### config.mk
export PLATFORM = sky130hd
export DESIGN_NAME = sic_divider
export DESIGN_NICKNAME = d
export VERILOG_FILES = /design/src/rtl/sic_pkg.sv /design/src/rtl/sic_divider.sv
export SDC_FILE = /design/constraint.sdc
export NUM_CORES = 2
export LEC_CHECK = 0
export ABC_CLOCK_PERIOD_IN_PS = 5690
export BUFFER_PORTS_ARGS = -buffer_cell sky130_fd_sc_hd__buf_2
export CAP_MARGIN = 20
export CORE_MARGIN = 1
export CORE_UTILIZATION = 45
export CTS_CLUSTER_DIAMETER = 100
export DETAILED_ROUTE_END_ITERATION = 6
export HOLD_SLACK_MARGIN = 0.05
export PLACE_DENSITY = 0.59
export SYNTH_ARGS = -nofsm -noshare
export SYNTH_HDL_FRONTEND = slang
export SYNTH_SLANG_ARGS = --single-unit
### constraint.sdc
create_clock -name clk_i -period 5.69 [get_ports clk_i]
set_input_delay 1.707 -clock clk_i [delete_from_list [all_inputs] [get_ports clk_i]]
set_output_delay 1.707 -clock clk_i [all_outputs]
set_load 0.1 [all_outputs]
### src/rtl/sic_pkg.sv
// Shared types and constants of the strided index converter.
`default_nettype none
package sic_pkg;

  localparam int unsigned HW_DIMS       = 3;
  localparam int unsigned MAX_DIMS      = 3;
  localparam int unsigned COORD_BITS    = 12;
  localparam int unsigned POSITION_BITS = 40;
  localparam int unsigned EXT_BITS      = COORD_BITS + 1;
  localparam int unsigned DIM_LIMIT     = (MAX_DIMS < HW_DIMS) ? MAX_DIMS : HW_DIMS;
  localparam int unsigned ADDR_BITS     = 5;

  // Register indexes (byte address is 4 * index)
  localparam logic [2:0] REG_NUM_DIMS = 3'd0;
  localparam logic [2:0] REG_EXTENT_0 = 3'd1;
  localparam logic [2:0] REG_EXTENT_1 = 3'd2;
  localparam logic [2:0] REG_EXTENT_2 = 3'd3;
  localparam logic [2:0] REG_OFFSET_0 = 3'd4;
  localparam logic [2:0] REG_OFFSET_1 = 3'd5;
  localparam logic [2:0] REG_OFFSET_2 = 3'd6;

  typedef struct packed {
    logic                     kind;
    logic [COORD_BITS-1:0]    in_coord_0;
    logic [COORD_BITS-1:0]    in_coord_1;
    logic [COORD_BITS-1:0]    in_coord_2;
    logic [POSITION_BITS-1:0] in_position;
  } sic_in_t;

  typedef struct packed {
    logic [POSITION_BITS-1:0] out_position;
    logic [COORD_BITS-1:0]    out_coord_0;
    logic [COORD_BITS-1:0]    out_coord_1;
    logic [COORD_BITS-1:0]    out_coord_2;
    logic                     range_error;
  } sic_out_t;

  // Word carried alongside the multiply-add chain
  typedef struct packed {
    logic                                   kind;
    logic [POSITION_BITS-1:0]               pos;
    logic [HW_DIMS-1:0][EXT_BITS-1:0]       sum;
  } sic_hside_t;

  // Word carried alongside the divider chain
  typedef struct packed {
    logic                                   kind;
    logic [POSITION_BITS-1:0]               pos;
    logic [HW_DIMS-2:0][EXT_BITS-1:0]       rem;
  } sic_dside_t;

endpackage
`default_nettype wire

### src/rtl/sic_divider.sv
// Pipelined restoring divider, one quotient bit per stage.
`default_nettype none
module sic_divider
  import sic_pkg::*;
#(
  parameter int unsigned DVD_W  = 40,
  parameter int unsigned DVS_W  = 13,
  parameter int unsigned SIDE_W = 8
) (
  input  wire logic              clk_i,
  input  wire logic              rst_ni,
  input  wire logic              en_i,
  input  wire logic              valid_i,
  input  wire logic [DVD_W-1:0]  dividend_i,
  input  wire logic [DVS_W-1:0]  divisor_i,
  input  wire logic [SIDE_W-1:0] side_i,
  output logic                   valid_o,
  output logic [DVD_W-1:0]       quotient_o,
  output logic [DVS_W-1:0]       remainder_o,
  output logic [SIDE_W-1:0]      side_o
);

  logic [DVD_W:0]             vld;
  logic [DVD_W:0][DVD_W-1:0]  num;
  logic [DVD_W:0][DVS_W-1:0]  rem;
  logic [DVD_W:0][SIDE_W-1:0] side;

  assign vld[0]  = valid_i;
  assign num[0]  = dividend_i;
  assign rem[0]  = '0;
  assign side[0] = side_i;

  for (genvar j = 0; j < DVD_W; j++) begin : g_stage
    logic [DVS_W:0]   trial;
    logic             ge;
    logic [DVS_W:0]   diff;
    logic [DVS_W-1:0] rem_d, rem_q;
    logic [DVD_W-1:0] num_d, num_q;
    logic [SIDE_W-1:0] side_q;
    logic             vld_q;

    // Shift in the next dividend bit and subtract when it fits
    always_comb begin
      trial = {rem[j], num[j][DVD_W-1]};
      ge    = (trial >= {1'b0, divisor_i});
      diff  = trial - {1'b0, divisor_i};
      rem_d = ge ? diff[DVS_W-1:0] : trial[DVS_W-1:0];
      num_d = {num[j][DVD_W-2:0], ge};
    end

    always_ff @(posedge clk_i or negedge rst_ni) begin
      if (!rst_ni) begin
        vld_q <= 1'b0;
      end else if (en_i) begin
        vld_q <= vld[j];
      end
    end

    always_ff @(posedge clk_i) begin
      if (en_i) begin
        rem_q  <= rem_d;
        num_q  <= num_d;
        side_q <= side[j];
      end
    end

    assign vld[j+1]  = vld_q;
    assign num[j+1]  = num_q;
    assign rem[j+1]  = rem_q;
    assign side[j+1] = side_q;
  end

  assign valid_o     = vld[DVD_W];
  assign quotient_o  = num[DVD_W];
  assign remainder_o = rem[DVD_W];
  assign side_o      = side[DVD_W];

endmodule
`default_nettype wire

## After elaboration in Yosys (flattened, before gate mapping)

Index checks and enable logic that the tools add are counted.
W data, S select, Z words.

- Reductions and logical operators: 0
- Bitwise gates (word level): 0
- Eq/ne operators: 0
- $mul: 0
- Shifts and indexed selects: 0
- Add/sub/neg operators: 40
- Magnitude comparators: 40
- Mux-type cells: 40
- Divide/modulo/power cells: 0

Operators with widths:

| cell | number |
|---|---|
| $ge A14 B13 Y1 | 39 |
| $mux W13 | 39 |
| $sub A13 B13 Y13 | 39 |
| $ge A1 B13 Y1 | 1 |
| $sub A1 B13 Y13 | 1 |
| $mux W1 | 1 |

- Word-level logic and storage cells: 281
- Output and inout bits: 62
- Input bits: 65
- Latch bits: 0
- Memory bits (read-only): 0
- Memory bits (writable): 0
- Bits in registers: 2480
- Memories kept: 0

## Longest topological paths before layout

- Word-level depth: 2
- Gate-level depth with buffers: 11
- Gate-level depth less buffers: 10

## Worst setup path before layout

OpenSTA, ideal clock, no wires.

- Kind: input port to flip-flop
- Start: in divisor_i[2]
- End: reg g_stage[38].rem_q[11], data pin
- Data arrival time: 4.715 ns
- Stages: 10
- Required time: 5.428 ns
- Setup time: 0.262 ns
- Buffers on the path: 1
- Setup slack: 0.713 ns
- Path through: inv_1 -> ha_1 -> nor2b_1 -> o31a_1 -> o21ai_1 -> nand2_1 -> o2111a_1 -> a2111oi_4 -> buf_6 -> mux2_1

- Longest elaborated chain between the ends: 2
- Elaborated cells between the ends (all ways): 3
- Classes of those cells: add/sub (1); order compare (1); mux (1)

Ends and longest elaborated chain:

| what | RTL line | source |
|---|---|---|
| from (decl) | sic_divider.sv:15 | `input wire logic [DVS_W-1:0] divisor_i,` |
| $sub A13 B13 Y13 / $ge A14 B13 Y1 (equally long branches) | sic_divider.sv:46, sic_divider.sv:45 |  |
| $mux W13 * | sic_divider.sv:47 | `rem_d = ge ? diff[DVS_W-1:0] : trial[DVS_W-1:0];` |
| via g_stage[38].rem_d[11] | sic_divider.sv:37 | `logic [DVS_W-1:0] rem_d, rem_q;` |
| to (signal assigned) | sic_divider.sv:61 | `rem_q <= rem_d;` |
| to (decl) | sic_divider.sv:37 |  |

The timed path passes the listed nets; every way through them passes the cells marked *.
A chain may end at the register's enable or synchronous reset.

## Worst setup path after layout

- Start: in divisor_i[0]
- End: reg g_stage[29].rem_q[3], data pin

- Longest elaborated chain between the ends: 2
- Elaborated cells between the ends (all ways): 3
- Classes of those cells: add/sub (1); order compare (1); mux (1)

Ends and longest elaborated chain:

| what | RTL line |
|---|---|
| $sub A13 B13 Y13 / $ge A14 B13 Y1 (equally long branches) | sic_divider.sv:46, sic_divider.sv:45 |
| $mux W13 * | sic_divider.sv:47 |
| via g_stage[29].rem_d[3] | sic_divider.sv:37 |
| to (signal assigned) | sic_divider.sv:61 |
| to (decl) | sic_divider.sv:37 |

Marked as above.

==> metrics.cfg <==
[yosys]
postSynth.asyncResetShare = 0.0161
syn-mean-instance-area_um2 = 16.2
synth.yosys.seq_area_share = 0.723
yosys_register_bits = 2480
synth_area_mm2 = 0.103
synth_top_flop_cell = sky130_fd_sc_hd__edfxtp_1
post_synth_num_cell_types = 74
synth-warning-count = 0
number_of_enable_flip_flop_cells_after_synthesis = 2440
mappedNetlistNets = 6952
netlist_instances = 6339

[worst_setup_path]
crit_fanout = 18
timing.setup.critical_path_class = input port to flop
timing.reg2reg.worst_path_depth = 9
regToRegEndpoint = g_stage[17].rem_q[4]
required_ns = 6.31
regToRegSetupSlack_ns = 2.50
data_arrival_time_of_the_critical_path_ns = 5.17
start_kind = input port
timing.critical_path.to_type = flop
crit-reg2reg-launch = g_stage[16].num_q[39]

[timing]
final-setup-viol-count = 0
post-route-min-period_ns = 4.55
worst_clock_skew_ns = 0.0532
setup-tns-final_ns = 0
grt_setup_unrepaired = no
timing.slew.headroom = 0.282
finalHoldViolCount = 0
timing.final.crit_share = 0.799
maxClockFrequency_mhz = 220
drv_slew = 0
worst-slew-pin-transition_ns = 1.08

[clock_tree]
tritoncts = yes
cts.sink_count = 2480
cts_htree_levels = 5
worstSkewPairLatency_ns = 0.90
cts.repair.resized = 0
cts_buffer_count = 279
cts_hold_repair.buffers = 0
cts_setup_buffers = 0
root_buffer = sky130_fd_sc_hd__clkbuf_16
path_clk_slew_ns = 0.06
cts_max_path_buffers = 4

[detailed_routing]
route.detailed.wl_per_inst_um = 17.6
drt_first_iter_violations = 3676
vias = 52600
avgViaCountPerCell = 5.23
drcViolationCount = 0
drtPass1Iterations = 5
routed_wl_mm = 177
ant_nets = 0

[floorplanning]
die_height_um = 480
floorplan.die_area_mm2 = 0.230
coreArea_mm2 = 0.227
die_width_um = 480
initial_utilization = 0.452
num_io_pins = 127
placement_row_count = 175

[power]
total_power_w = 0.0642
powerDensity_mw_per_mm2 = 547
worst_ir_drop_vdd_uv = 285
power.leakage_nw = 42.9

[layout]
design.final.nets = 7456
ratio_of_cells_with_drive_above_1_in_the_final_layout = 0.150
post_route_cell_area_mm2 = 0.117
area.growth.synth_to_final_pct = 14.2

[place]
dp.final_hpwl_mm = 112
port-buffer-count = 126
gpl.final_weighted_congestion = 0.842
postPlaceCellArea_mm2 = 0.109

[worst_hold_path]
min_delay_worst_endpoint = g_stage[32].num_q[5]
min-delay-start = g_stage[31].num_q[4]
min_path_cells = 0
holdCritPathClass = flop to flop

[status]
outcome = finished, final reports clean

[global_route]
overflow = 0
first_pass_grt_wire_length_mm = 279
initial_antenna_violation_count = 4
grt_max_degree = 150
globalRouteTotalUtil = 0.153
first_global_vias = 51800

[run]
maxCapViolations = 0

[worst max-delay path by stage]
stage | start | to | slack (ns) | cells after the start
final | divisor_i[0] | g_stage[29].rem_q[3] | 1.14 | 10
after global routing | divisor_i[0] | g_stage[29].rem_q[3] | 0.95 | 10
after CTS | divisor_i[0] | g_stage[7].rem_q[8] | 1.20 | 12
after detailed placement | divisor_i[0] | g_stage[29].rem_q[3] | 0.25 | 10
after global placement | divisor_i[0] | g_stage[29].rem_q[2] | 0.27 | 10
after floorplan | divisor_i[2] | g_stage[38].rem_q[11] | 0.71 | 10
[critical path: stages]
cell and delay, ns:
sky130_fd_sc_hd__buf_2 0.41, sky130_fd_sc_hd__buf_4 0.39, sky130_fd_sc_hd__ha_1 0.24, sky130_fd_sc_hd__fa_1 0.40, sky130_fd_sc_hd__nand2b_1 0.18, sky130_fd_sc_hd__a211oi_1 0.21
sky130_fd_sc_hd__a211oi_1 0.12, sky130_fd_sc_hd__o21a_1 0.25, sky130_fd_sc_hd__a22oi_2 0.75, sky130_fd_sc_hd__mux2_2 0.42
[layout make-up]
| cell class | instances | area [µm²] |
|---|---|---|
| Fill cell | 18600 | 110000 |
| Sequential cell | 2480 | 74300 |
| Multi-Input combinational cell | 3620 | 27600 |
| Clock buffer | 336 | 7240 |
| Tap cell | 3009 | 3760 |
| Timing Repair Buffer | 301 | 2550 |
| Clock inverter | 134 | 1340 |
| Inverter | 161 | 607 |
| Antenna cell | 1 | 2.50 |
[cell usage after synthesis, types with 19 or more instances]
master / number / area share
sky130_fd_sc_hd__a211oi_1: 50 / 0.0037
sky130_fd_sc_hd__a21o_1: 103 / 0.0075
sky130_fd_sc_hd__a21oi_1: 464 / 0.023
sky130_fd_sc_hd__a31oi_1: 25 / 0.0015
sky130_fd_sc_hd__and2_1: 25 / 0.0015
sky130_fd_sc_hd__buf_2: 19 / 0.00093
sky130_fd_sc_hd__clkbuf_1: 54 / 0.0020
sky130_fd_sc_hd__dfrtp_1: 40 / 0.0097
sky130_fd_sc_hd__edfxtp_1: 2440 / 0.71
sky130_fd_sc_hd__fa_1: 39 / 0.0076
sky130_fd_sc_hd__ha_1: 509 / 0.062
sky130_fd_sc_hd__inv_1: 160 / 0.0058
sky130_fd_sc_hd__mux2_2: 323 / 0.035
sky130_fd_sc_hd__mux2i_1: 33 / 0.0032
sky130_fd_sc_hd__nand2_1: 256 / 0.0093
sky130_fd_sc_hd__nand2b_1: 64 / 0.0039
sky130_fd_sc_hd__nand3_1: 49 / 0.0024
sky130_fd_sc_hd__nand4_1: 81 / 0.0049
sky130_fd_sc_hd__nor2_1: 419 / 0.015
sky130_fd_sc_hd__nor2b_1: 80 / 0.0049
sky130_fd_sc_hd__nor3_1: 75 / 0.0037
sky130_fd_sc_hd__o211a_1: 20 / 0.0019
sky130_fd_sc_hd__o211ai_1: 35 / 0.0026
sky130_fd_sc_hd__o21a_1: 82 / 0.0060
sky130_fd_sc_hd__o21ai_0: 205 / 0.010
sky130_fd_sc_hd__o21bai_1: 21 / 0.0015
sky130_fd_sc_hd__o31ai_1: 53 / 0.0039
sky130_fd_sc_hd__xnor2_1: 232 / 0.020
sky130_fd_sc_hd__xor2_1: 146 / 0.012
[layer usage]
metal | wire (µm) | global-route usage | up-vias | part of all wire
met1 | 82900 | 0.214 | 25600 | 0.47
met5 | 8 | 0 | - | 0.000045
met2 | 81300 | 0.239 | 920 | 0.46
li1 | - | - | 25600 | -
met4 | 5570 | 0.0559 | 2 | 0.031
met3 | 7040 | 0.0263 | 380 | 0.040
[stage by stage]
step / hold WS [ns] / util / setup slack (ns) / cells
2_1_floorplan: 0.400 / - / 0.713 / 6339
6_report: 0.376 / 0.517 / 1.14 / 10000
5_1_grt: 0.386 / 0.517 / 0.949 / 10000
3_3_place_gp: 0.400 / 0.479 / 0.267 / 9570
3_5_place_dp: 0.405 / 0.479 / 0.246 / 9570
4_1_cts: 0.379 / 0.516 / 1.20 / 10000
[layout by cell type, fill, tap and decap left out, types with 13 or more instances in the layout]
master                         n
sky130_fd_sc_hd__edfxtp_1   2440
sky130_fd_sc_hd__buf_2       124
sky130_fd_sc_hd__xor2_1      146
sky130_fd_sc_hd__clkinv_2     37
sky130_fd_sc_hd__mux2_2      323
sky130_fd_sc_hd__ha_1        509
sky130_fd_sc_hd__clkinv_1     52
sky130_fd_sc_hd__xnor2_1     232
sky130_fd_sc_hd__nand3_1      49
sky130_fd_sc_hd__clkbuf_1     55
sky130_fd_sc_hd__mux2i_1      33
sky130_fd_sc_hd__a31oi_1      25
sky130_fd_sc_hd__inv_1       148
sky130_fd_sc_hd__a21o_1      103
sky130_fd_sc_hd__bufinv_16    26
sky130_fd_sc_hd__fa_1         39
sky130_fd_sc_hd__nor2b_1      80
sky130_fd_sc_hd__o31ai_1      53
sky130_fd_sc_hd__nor3_1       75
sky130_fd_sc_hd__o211ai_1     35
sky130_fd_sc_hd__nand2_1     256
sky130_fd_sc_hd__dfrtp_1      40
sky130_fd_sc_hd__nand2b_1     64
sky130_fd_sc_hd__and3_1       14
sky130_fd_sc_hd__a211oi_1     50
sky130_fd_sc_hd__and2_1       25
sky130_fd_sc_hd__nor2_1      419
sky130_fd_sc_hd__buf_12       48
sky130_fd_sc_hd__o21ai_0     205
sky130_fd_sc_hd__nand4_1      81
sky130_fd_sc_hd__clkbuf_16   281
sky130_fd_sc_hd__o211a_1      20
sky130_fd_sc_hd__o21bai_1     21
sky130_fd_sc_hd__o21a_1       82
sky130_fd_sc_hd__o311a_1      15
sky130_fd_sc_hd__mux2_4       13
sky130_fd_sc_hd__a21oi_1     464
sky130_fd_sc_hd__buf_4       129
[power breakdown]
part           switching [W]  internal, W
registers            0.00162       0.0247
clock network        0.00673       0.0102
logic                 0.0112      0.00971
total                 0.0195       0.0446
[registers in the layout, summed over array words and instances, names as in the netlist]
name            count
g_stage.num_q    1560
g_stage.rem_q     507
g_stage.side_q    312
quotient_o         40
g_stage.vld_q      39
remainder_o        13
side_o              8
valid_o             1
[cells by family after synthesis]
family / synth area share
adders and majority gates: 0.0696
and+or+nand+nor: 0.0510
muxes: 0.0406
xor gates and xnor gates: 0.0322
buffers and inverters: 0.00911
AOI/OAI and AO/OA: 0.0749
DFF: 0.723
Note: power is estimated with default switching activity, not from simulation.
