===== src/rtl/sic_pkg.sv =====
// Shared types and constants of the strided index converter.
`default_nettype none
package sic_pkg;

  localparam int unsigned HW_DIMS       = 3;
  localparam int unsigned MAX_DIMS      = 3;
  localparam int unsigned COORD_BITS    = 12;
  localparam int unsigned POSITION_BITS = 40;
  localparam int unsigned EXT_BITS      = COORD_BITS + 1;
  localparam int unsigned DIM_LIMIT     = (MAX_DIMS < HW_DIMS) ? MAX_DIMS : HW_DIMS;
  localparam int unsigned ADDR_BITS     = 5;

  // Register indexes (byte address is 4 * index)
  localparam logic [2:0] REG_NUM_DIMS = 3'd0;
  localparam logic [2:0] REG_EXTENT_0 = 3'd1;
  localparam logic [2:0] REG_EXTENT_1 = 3'd2;
  localparam logic [2:0] REG_EXTENT_2 = 3'd3;
  localparam logic [2:0] REG_OFFSET_0 = 3'd4;
  localparam logic [2:0] REG_OFFSET_1 = 3'd5;
  localparam logic [2:0] REG_OFFSET_2 = 3'd6;

  typedef struct packed {
    logic                     kind;
    logic [COORD_BITS-1:0]    in_coord_0;
    logic [COORD_BITS-1:0]    in_coord_1;
    logic [COORD_BITS-1:0]    in_coord_2;
    logic [POSITION_BITS-1:0] in_position;
  } sic_in_t;

  typedef struct packed {
    logic [POSITION_BITS-1:0] out_position;
    logic [COORD_BITS-1:0]    out_coord_0;
    logic [COORD_BITS-1:0]    out_coord_1;
    logic [COORD_BITS-1:0]    out_coord_2;
    logic                     range_error;
  } sic_out_t;

  // Word carried alongside the multiply-add chain
  typedef struct packed {
    logic                                   kind;
    logic [POSITION_BITS-1:0]               pos;
    logic [HW_DIMS-1:0][EXT_BITS-1:0]       sum;
  } sic_hside_t;

  // Word carried alongside the divider chain
  typedef struct packed {
    logic                                   kind;
    logic [POSITION_BITS-1:0]               pos;
    logic [HW_DIMS-2:0][EXT_BITS-1:0]       rem;
  } sic_dside_t;

endpackage
`default_nettype wire


===== src/rtl/sic_mac.sv =====
// One registered multiply-add step of the coordinate-to-position chain.
`default_nettype none
module sic_mac
  import sic_pkg::*;
#(
  parameter int unsigned ACC_W  = 40,
  parameter int unsigned MUL_W  = 13,
  parameter int unsigned SIDE_W = 8
) (
  input  wire logic              clk_i,
  input  wire logic              rst_ni,
  input  wire logic              en_i,
  input  wire logic              valid_i,
  input  wire logic              use_i,
  input  wire logic [ACC_W-1:0]  acc_i,
  input  wire logic [MUL_W-1:0]  mul_i,
  input  wire logic [MUL_W-1:0]  add_i,
  input  wire logic [SIDE_W-1:0] side_i,
  output logic                   valid_o,
  output logic [ACC_W-1:0]       acc_o,
  output logic [SIDE_W-1:0]      side_o
);

  logic [ACC_W+MUL_W-1:0] prod;
  logic [ACC_W-1:0]       acc_d, acc_q;
  logic [SIDE_W-1:0]      side_q;
  logic                   valid_q;

  // Scale the running position and add this dimension
  always_comb begin
    prod  = acc_i * mul_i;
    acc_d = use_i ? (prod[ACC_W-1:0] + ACC_W'(add_i)) : acc_i;
  end

  always_ff @(posedge clk_i or negedge rst_ni) begin
    if (!rst_ni) begin
      valid_q <= 1'b0;
    end else if (en_i) begin
      valid_q <= valid_i;
    end
  end

  always_ff @(posedge clk_i) begin
    if (en_i) begin
      acc_q  <= acc_d;
      side_q <= side_i;
    end
  end

  assign valid_o = valid_q;
  assign acc_o   = acc_q;
  assign side_o  = side_q;

endmodule
`default_nettype wire


===== config.mk =====
export PLATFORM = sky130hd
export DESIGN_NAME = sic_mac
export DESIGN_NICKNAME = d
export VERILOG_FILES = /design/src/rtl/sic_pkg.sv /design/src/rtl/sic_mac.sv
export SDC_FILE = /design/constraint.sdc
export NUM_CORES = 1
export LEC_CHECK = 0
export BUFFER_PORTS_ARGS = -buffer_cell sky130_fd_sc_hd__buf_2
export CORE_MARGIN = 1.5
export CORE_UTILIZATION = 55
export DETAILED_ROUTE_END_ITERATION = 10
export PLACE_DENSITY = 0.74
export SLEW_MARGIN = 25
export SYNTH_ARGS = -nofsm -noshare
export SYNTH_HDL_FRONTEND = slang
export SYNTH_SLANG_ARGS = --single-unit

===== constraint.sdc =====
create_clock -name clk_i -period 2 [get_ports clk_i]
set_input_delay 0.2 -clock clk_i [delete_from_list [all_inputs] [get_ports clk_i]]
set_output_delay 0.2 -clock clk_i [all_outputs]
set_load 0.03 [all_outputs]

Yosys cells after proc, flatten, opt, wreduce, memory -nomap -nowiden
Cells that the tools add are included.
- flip-flop bits (word level): 49
- output and inout bits: 49
- logic and storage cells: 6
- add/subtract/negate cells: 1
- multiply operators: 1
- multiplexer cells: 1
- operator list (kind ; number):
    $add A40 B13 Y40 ; 1
    $mul A40 B13 Y40 ; 1
    $mux W40 ; 1

Depth between registers and ports, before layout
Gate-level depths: netlist of run 1.
- word-level depth: 3
- depth in mapped cells: 25

Least setup slack after synthesis of run 1
Ideal clock, no wire load.
- path type: input-to-reg
- start: in mul_i[2]
- end: reg acc_q[33], in the netlist acc_o[33] (data pin)
- setup time: 0.260 ns
- data arrival time: 5.938 ns
- data required time: 1.740 ns
- slack: -4.198 ns
- stages: 25
- path through: clkbuf_1 > clkbuf_1 > and2_1 > fa_1 > inv_1 > fa_1 > inv_1 > fa_1 > inv_1 > fa_1 > inv_1 > fa_1 > inv_1 > fa_1 > inv_1 > ha_1 > o211ai_1 > a21boi_1 > nand3_1 > a21oi_1 > nor2_1 > o41ai_1 > a31oi_1 > xnor2_1 > mux2_2
- cells in the longest elaborated chain, start to end: 3
- RTL lines (item ; line ; source):
    from (decl) ; sic_mac.sv:16 ; input wire logic [MUL_W-1:0] mul_i,
    $mul A40 B13 Y40 ; sic_mac.sv:31 ; prod = acc_i * mul_i;
    $add A40 B13 Y40 ; sic_mac.sv:32 ; acc_d = use_i ? (prod[ACC_W-1:0] + ACC_W'(add_i)) : acc_i;
    $mux W40 ; sic_mac.sv:32 ;
    named net acc_d[33] ; sic_mac.sv:25 ; logic [ACC_W-1:0] acc_d, acc_q;
    to (signal assigned) ; sic_mac.sv:45 ; acc_q <= acc_d;
    to (decl) ; sic_mac.sv:25 ;
The timed path passes the listed nets, and every way through them passes these cells.
A chain may end at the register's enable or synchronous reset.

Final worst setup path of run 1
- start: in mul_i[7]
- end: reg acc_q[39], in the netlist acc_o[39] (data pin)
Same word-level chain as after synthesis.

==> results.yml, run 1 <==
run_status:
  status: "finished, violations left"
  violations: "negative setup slack"
worst_setup_path:
  worstSetupStartpointType: "input pin"
  path_cells: "buf_16, buf_4, buf_4, nand2_1, fa_1, inv_1, fa_1, fa_1, fa_1, fa_1, ha_1, ha_1, buf_4, a21oi_1, o21a_1, o21ai_1, buf_4, o211ai_1, a31oi_2, o211a_1, or3_1, a31oi_1"
  cp.required_ps: 2170
  cp_common_cell: "fa_1"
  worstSetupPathType: "in2reg"
  cp_slowest_stage_delay_ps: 550
  cp_max_fo: 7
  worstPathArrival_ps: 5830
  slowest_stage: "fa_1"
  end_kind: "flop"
  crit_family: "adder cells"
  path_buf_inv: 6
sta:
  setup_viol: 38
  rsz0062_at_grt: "true"
  maxSlewViolCount: 0
  setup_ws_ps: -3670
  fmax_mhz: 176
  skew_ps: 0
  hold_viol: 0
  tightest_slew_ps: 472
  post-route-min-period_ps: 5670
  setup_tns_ps: -119260
  period_share: 2.83
  maxSlewHeadroom: 0.684
logic_synthesis:
  synth_cell_types: 57
  async_flop_share: 0.0204
  syn_inst: 1631
  synth-edff-count: 48
  synth_flop_cell: "edfxtp_1"
  synth_seq_cells: 49
  synth_nets: 2158
  yosys.area.top_type: "fa_1"
  synth_area_leaders: "fa_1 (46%), edfxtp_1 (9.3%), and2_1 (7.7%), ha_1 (7.6%), inv_1 (7.1%)"
  avgSynthCellArea_um2: 9.46
  yosys_warnings: 0
  synth_common_cells: "fa_1 (354), inv_1 (293), nand2_1 (282)"
  synth.cell_area_um2: 15400
  ys_seq_area_frac: 0.0950
  synthMostInstantiatedCell: "fa_1"
  yosys.area.top_type_share: 0.459
route:
  ant_nets: 0
  vias_per_cell: 5.52
  dr.pass1.iters: 5
  drc: 0
  vias: 12900
  dr.first_iter.drc_count: 814
  drt_wl_total_um: 46700
  wl_per_cell_um: 20.0
clock_network:
  clk_pin_slew_ps: 80
  cts_made_buffers: 5
  root_buffer: "clkbuf_16"
  clock_latency_ps: 320
  cts.sinks: 49
  htreeDepth: 2
  cts_tree: "yes"
  clockBufferDepth: 2
placement:
  numPortBuffers: 127
  dp_hpwl_um: 35800
  globalplace.congestion: 0.922
  placed_cells_incl_taps: 2288
die:
  die_area_um2: 29100
  dieWidth_um: 171
  die_h_um: 171
  core_um2: 27700
  io_pins: 128
  start_util: 0.557
  rows: 61
finish:
  num_antenna_cells: 0
  area_growth_pct: 31.6
  nets: 2485
  layoutNonFillerInstCount: 2337
  drive_above_1_share: 0.314
  nFillCells: 1816
  postLayoutCoreUtil: 0.733
grt:
  grt_usage: 0.341
  gr-total-overflow: 0
  busiest_layer: "met2"
  grtUsageMet2: 0.581
  grt_pass1_vias: 14600
  grt_pass1_wl_um: 75500
  use_met1: 0.426
  grt_max_degree: 34
  antenna_found_initial: 0
  grt_util_met3: 0.0534
flow_run:
  cap_violations: 0
min_path:
  hp-class: "in2reg"
[sequential cells by signal (all words and copies together), names as in the netlist]
signal / cells
acc_o: 40
side_o: 8
valid_o: 1
[logic make-up after synthesis]
kind of cell | share of synthesized area
compound gates | 0.0563
xor+xnor | 0.0301
fa+ha+maj | 0.535
buf+inv | 0.0943
flops | 0.0950
mux | 0.0229
simple gates | 0.166
[cell usage in the layout (no fill, tap or decap), types with 8 or more instances in the layout]
cell type	n
nor2_1	23
buf_4	222
and2_1	171
a21oi_1	19
buf_2	108
xnor2_1	32
nand2_2	9
a21o_1	10
fa_1	348
o21ai_0	8
edfxtp_1	48
buf_12	27
mux2_4	26
xor2_1	8
inv_1	278
buf_6	44
nand2_1	269
and2_4	18
a21oi_2	17
ha_4	24
ha_1	69
inv_2	15
[final cells by class]
type,instances,area (um2),share of cell area
Multi-Input combinational cell,1200,13700,0.673
Timing Repair Buffer,408,3400,0.167
Sequential cell,49,1470,0.0722
Inverter,294,1100,0.0543
Tap cell,378,473,0.0233
Clock buffer,5,125,0.00616
Clock inverter,3,68.8,0.00339
[worst paths after layout]
| check | startpoint | to | slack, ps | cells after the start |
|---|---|---|---|---|
| worst max-delay path | mul_i[7] | acc_o[39] | -3670 | 22 |
| worst min-delay path | side_i[0] | side_o[0] | 50 | 1 |
| worst max register to register | valid_o | valid_o | 1240 | 1 |
| worst min register to register | valid_o | valid_o | 530 | 1 |
| max in group asynchronous | rst_ni | valid_o | 1750 | 2 |
| min in group asynchronous | rst_ni | valid_o | 170 | 2 |
[layer usage]
metal,vias up,wire [um]
li1,5569,-
met1,6621,17700
met2,547,23600
met3,171,3120
met4,0,2230
met5,-,0
[repair_timing]
action / CTS / global route
gates resized for setup: 226 / 60
pin swaps: 107 / 70
endpoints found under the hold margin: 1 / 0
hold buffers: 1 / 0
gates cloned: 2 / 0
setup endpoints to repair: 38 / 38
setup buffers: 45 / 18
[per-stage QoR]
step | hold slack, ps | setup WS (ps) | instance area, um2
6_report | 46.4 | -3670 | 20300
5_1_grt | 45.4 | -3900 | 20300
4_1_cts | 40.3 | -3590 | 20000
3_5_place_dp | -24.7 | -4210 | 18500
3_3_place_gp | -25.5 | -4120 | 18500
2_1_floorplan | -95.6 | -3790 | 15900
Power of run 1 is not shown: default switching activity piles up to over one toggle a cycle in this logic, so the estimate is an artifact.
==> run 2: changes to the inputs <==
Settings changed: ABC_AREA set to 1.
==> results.yml, run 2 <==
run_status:
  status: "finished, violations left"
  violations: "negative setup slack"
logic_synthesis:
  synth_cell_types: 37
  avgSynthCellArea_um2: 7.63
  synthSimpleGateAreaFrac: 0.207
  syn_inst: 2166
  synth_xor_area_frac: 0.0101
  synth-edff-count: 48
  synth_seq_cells: 49
  synth_common_cells: "nand2_1 (680), inv_1 (570), fa_1 (354)"
  synth_fa_ha_area_frac: 0.500
  muxShareOfSynthArea: 0.000682
  synthMostInstantiatedCell: "nand2_1"
  synth.cell_area_um2: 16500
  synth_nets: 2693
  synth-compound-area-share: 0.0413
  ys_seq_area_frac: 0.0888
  synth_area_leaders: "fa_1 (43%), nand2_1 (15%), inv_1 (13%), edfxtp_1 (8.7%), ha_1 (7.1%)"
  synth_flop_cell: "edfxtp_1"
  yosys.area.top_type: "fa_1"
  synth_top_family_by_area: "adder cells"
  async_flop_share: 0.0204
  yosys.area.top_type_share: 0.429
  yosys_warnings: 0
die:
  io_pins: 128
  core_um2: 29600
  dieWidth_um: 176
  die_h_um: 176
  start_util: 0.559
  die_area_um2: 31100
  rows: 63
placement:
  dp_hpwl_um: 41700
  globalplace.congestion: 0.985
  numPortBuffers: 127
sta:
  fmax_mhz: 187
  maxSlewViolCount: 0
  setup_viol: 38
  tightest_slew_ps: 475
  maxSlewHeadroom: 0.684
  post-route-min-period_ps: 5360
  hold_viol: 0
  rsz0062_at_grt: "true"
  setup_ws_ps: -3360
  skew_ps: 0
  period_share: 2.68
  hold_slack_ps: 50.2
route:
  vias_per_cell: 5.55
  wl_per_cell_um: 19.7
  dr.first_iter.drc_count: 1343
  dr.pass1.iters: 5
  ant_nets: 0
  drc: 0
  vias: 16100
  drt_wl_total_um: 57400
flow_run:
  cap_violations: 0
worst_setup_path:
  cp.required_ps: 2080
  cp_common_cell: "fa_1"
  worstSetupPathType: "in2reg"
  end_kind: "flop"
  slowest_stage: "fa_2"
  worstPathArrival_ps: 5440
  cp_slowest_stage_delay_ps: 590
  cp_max_fo: 4
  path_cells: "buf_4, nand2_1, fa_1, fa_1, inv_2, fa_2, fa_1, fa_1, inv_2, fa_2, inv_2, ha_4, nand2_4, nor2_4, nand4_1, buf_4, nor3_4, nand3_2, nand3_2, nand2_2, nand3_2, nand2_1"
  worstSetupStartpointType: "input pin"
clock_network:
  cts_tree: "yes"
  htreeDepth: 2
  cts_made_buffers: 5
  clockBufferDepth: 2
  clock_latency_ps: 320
  clk_pin_slew_ps: 90
  cts.sinks: 49
  root_buffer: "clkbuf_16"
grt:
  grt_pass1_wl_um: 85700
  gr-total-overflow: 0
  grt_usage: 0.361
  grt_pass1_vias: 16800
  antenna_found_initial: 2
  grt_max_degree: 32
finish:
  largest_reg_flops: 40
  area_growth_pct: 33.8
  final_common_cell: "nand2_1"
  nets: 3041
  drive_above_1_share: 0.294
  final_cell_mix: "nand2_1 (625), inv_1 (529), fa_1 (348)"
min_path:
  hp-class: "in2reg"
==> run 2: changes by cell type in the layout (fill, tap and decap cells not counted), sizes merged, moves of 20 or more <==
cell and change:
nand3 +50, inv +279, xnor2 -29, nor2 +50, mux2 -30, buf +20, o21ai +36, and2 -189
nand2 +405
==> run 2: per-stage QoR <==
step / setup TNS [ps] / instances / worst slack (ps) / cell area [um2] / utilization
floorplan: -102540 / 2166 / -3070 / 17000 / -
global placement: -122590 / 2854 / -3560 / 19800 / 0.669
detailed placement: -125370 / 2854 / -3680 / 19800 / 0.669
CTS: -105610 / 2893 / -3080 / 21300 / 0.721
global route: -115000 / 2905 / -3420 / 22100 / 0.747
finish: -110460 / 2906 / -3360 / 22100 / 0.747
==> run 2: worst paths after layout <==
kind	start	to	slack (ps)	depth (start not counted)
max in group asynchronous	rst_ni	valid_o	1740	2
min in group asynchronous	rst_ni	valid_o	170	2
worst min-delay path	side_i[3]	side_o[3]	50	1
worst max-delay path	mul_i[11]	acc_o[37]	-3360	22
worst min register to register	valid_o	valid_o	530	1
worst max register to register	valid_o	valid_o	1240	1
==> run 2: routing by layer <==
metal | routed length [um] | global-route usage
met1 | 20200 | 0.438
met2 | 28600 | 0.636
met3 | 5210 | 0.0612
met4 | 3330 | 0.152
met5 | 10 | 0
==> run 2: cell families (layout without fill, tap and decap cells) <==
family | after synthesis | count (layout)
simple gates | 861 | 861
xor+xnor | 19 | 19
buf+inv | 664 | 1013
other cells | 0 | 1
mux | 1 | 1
fa+ha+maj | 448 | 448
flops | 49 | 49
compound gates | 124 | 124
==> run 2: area by class of cell <==
| type | count | area, um2 |
|---|---|---|
| Multi-Input combinational cell | 1453 | 14200 |
| Fill cell | 2016 | 7460 |
| Timing Repair Buffer | 433 | 3620 |
| Inverter | 572 | 2160 |
| Sequential cell | 49 | 1470 |
| Tap cell | 390 | 488 |
| Clock buffer | 5 | 125 |
| Clock inverter | 3 | 28.8 |
| Antenna cell | 1 | 2.50 |
==> run 2: what timing repair did <==
item | in CTS | in global routing
gates resized for setup | 246 | 176
endpoints found under the setup margin | 38 | 38
hold buffers | 1 | 0
gates cloned | 5 | 0
hold endpoints to repair | 1 | 0
buffers inserted | 25 | 16
pin swaps | 81 | 88
==> run 2: worst max-delay path: cells and delay by family <==
kind | cells | cell delay [ps]
fa+ha+maj | 7 | 3480
simple gates | 10 | 1190
buf+inv | 5 | 550
Power of run 2 is left out for the same reason.
==> run 3: changes to the inputs <==
--- a/config.mk
+++ b/config.mk
@@ -10,4 +10,5 @@
 export CORE_MARGIN = 1.5
 export CORE_UTILIZATION = 55
+export CTS_CLUSTER_SIZE = 16
 export DETAILED_ROUTE_END_ITERATION = 10
 export PLACE_DENSITY = 0.74
==> constraint.sdc (replaced) <==
create_clock -name clk_i -period 2 [get_ports clk_i]
set_input_delay 0.3 -clock clk_i [delete_from_list [all_inputs] [get_ports clk_i]]
set_output_delay 0.3 -clock clk_i [all_outputs]
set_load 0.03 [all_outputs]
==> results.yml, run 3 (synthesis gave the netlist of run 2 again) <==
finish:
  final_cell_mix: "nand2_1 (626), inv_1 (530), fa_1 (347)"
  nets: 3040
  num_antenna_cells: 0
  postLayoutCoreUtil: 0.745
  final_common_cell: "nand2_1"
  drive_above_1_share: 0.289
  largest_reg_flops: 40
  area_growth_pct: 33.3
sta:
  setup_ws_ps: -3420
  maxSlewViolCount: 0
  setup_viol: 38
  hold_slack_ps: 160
  hold_viol: 0
  maxSlewHeadroom: 0.729
  setup_tns_ps: -112440
  skew_ps: 0
  tightest_slew_ps: 407
  period_share: 2.71
  fmax_mhz: 184
  post-route-min-period_ps: 5420
  rsz0062_at_grt: "true"
clock_network:
  clockBufferDepth: 2
  root_buffer: "clkbuf_16"
  clk_pin_slew_ps: 80
  cts_tree: "yes"
  htreeDepth: 2
  clock_latency_ps: 310
  cts.sinks: 49
  cts_made_buffers: 5
route:
  dr.first_iter.drc_count: 1370
  dr.pass1.iters: 6
  vias_per_cell: 5.54
  drc: 0
  vias: 16100
  wl_per_cell_um: 19.8
  ant_nets: 0
  drt_wl_total_um: 57500
die:
  dieWidth_um: 176
  die_area_um2: 31100
  start_util: 0.559
  die_h_um: 176
  io_pins: 128
  rows: 63
  core_um2: 29600
grt:
  antenna_found_initial: 1
  grt_usage: 0.369
  grt_pass1_wl_um: 87200
  grt_max_degree: 50
  grt_pass1_vias: 16900
  gr-total-overflow: 0
worst_setup_path:
  end_kind: "flop"
  worstSetupStartpointType: "input pin"
  worstSetupPathType: "in2reg"
  cp.required_ps: 2040
  worstPathArrival_ps: 5470
  cp_max_fo: 5
min_path:
  hp-class: "in2reg"
placement:
  numPortBuffers: 127
  globalplace.congestion: 1.01
  dp_hpwl_um: 42600
run_status:
  status: "finished, violations left"
  violations: "negative setup slack"
flow_run:
  cap_violations: 0
run 3: repair_timing:
action / in CTS / in global routing
endpoints found under the setup margin: 38 / 38
pin swaps: 81 / 73
hold endpoints to repair: 1 / 0
gates resized for setup: 246 / 127
hold buffers: 1 / 0
buffers inserted: 24 / 14
gates cloned: 8 / 0
run 3: per-layer routing:
metal / wire [um] / up-vias / track usage
li1: - / 6945 / -
met1: 20500 / 7937 / 0.459
met2: 28800 / 926 / 0.647
met3: 5400 / 276 / 0.0521
met4: 2870 / 0 / 0.149
met5: 0 / - / 0
run 3: critical path, cell delays in order:
cell	delay, ps
buf_12	120
buf_12	140
nand2_4	60
inv_2	40
fa_1	530
inv_1	50
fa_1	490
inv_1	60
fa_1	520
fa_2	450
fa_1	500
inv_1	50
fa_1	510
inv_2	60
ha_4	340
nand2_8	80
nor2_4	90
nand4_1	210
nor2_2	280
nor2_4	70
o21ai_4	190
buf_6	130
xnor2_2	100
o21ai_1	70
run 3: cell type report:
cell class,instances,area [um2]
inverters,572,2150
repair buffers,432,3660
clock buffers,5,125
fillers,1992,7540
well taps,390,488
flip-flops and latches,49,1470
multi-input cells,1453,14100
clock inverters,3,43.8
run 3: final timing paths:
kind | start | to | slack [ps] | depth (start not counted)
max | mul_i[1] | acc_o[15] | -3420 | 24
min | side_i[4] | side_o[4] | 160 | 1
max reg2reg | valid_o | valid_o | 1260 | 1
min reg2reg | valid_o | valid_o | 510 | 1
max in group asynchronous | rst_ni | valid_o | 1620 | 2
min in group asynchronous | rst_ni | valid_o | 290 | 2
run 3: stage by stage:
step / worst slack, ps / cells / instance area (um2)
2_1_floorplan: -3170 / 2166 / 17000
3_3_place_gp: -3710 / 2852 / 19800
3_5_place_dp: -3730 / 2852 / 19800
4_1_cts: -3160 / 2893 / 21400
5_1_grt: -3590 / 2904 / 22000
6_report: -3420 / 2904 / 22000
Power of run 3 is left out for the same reason.
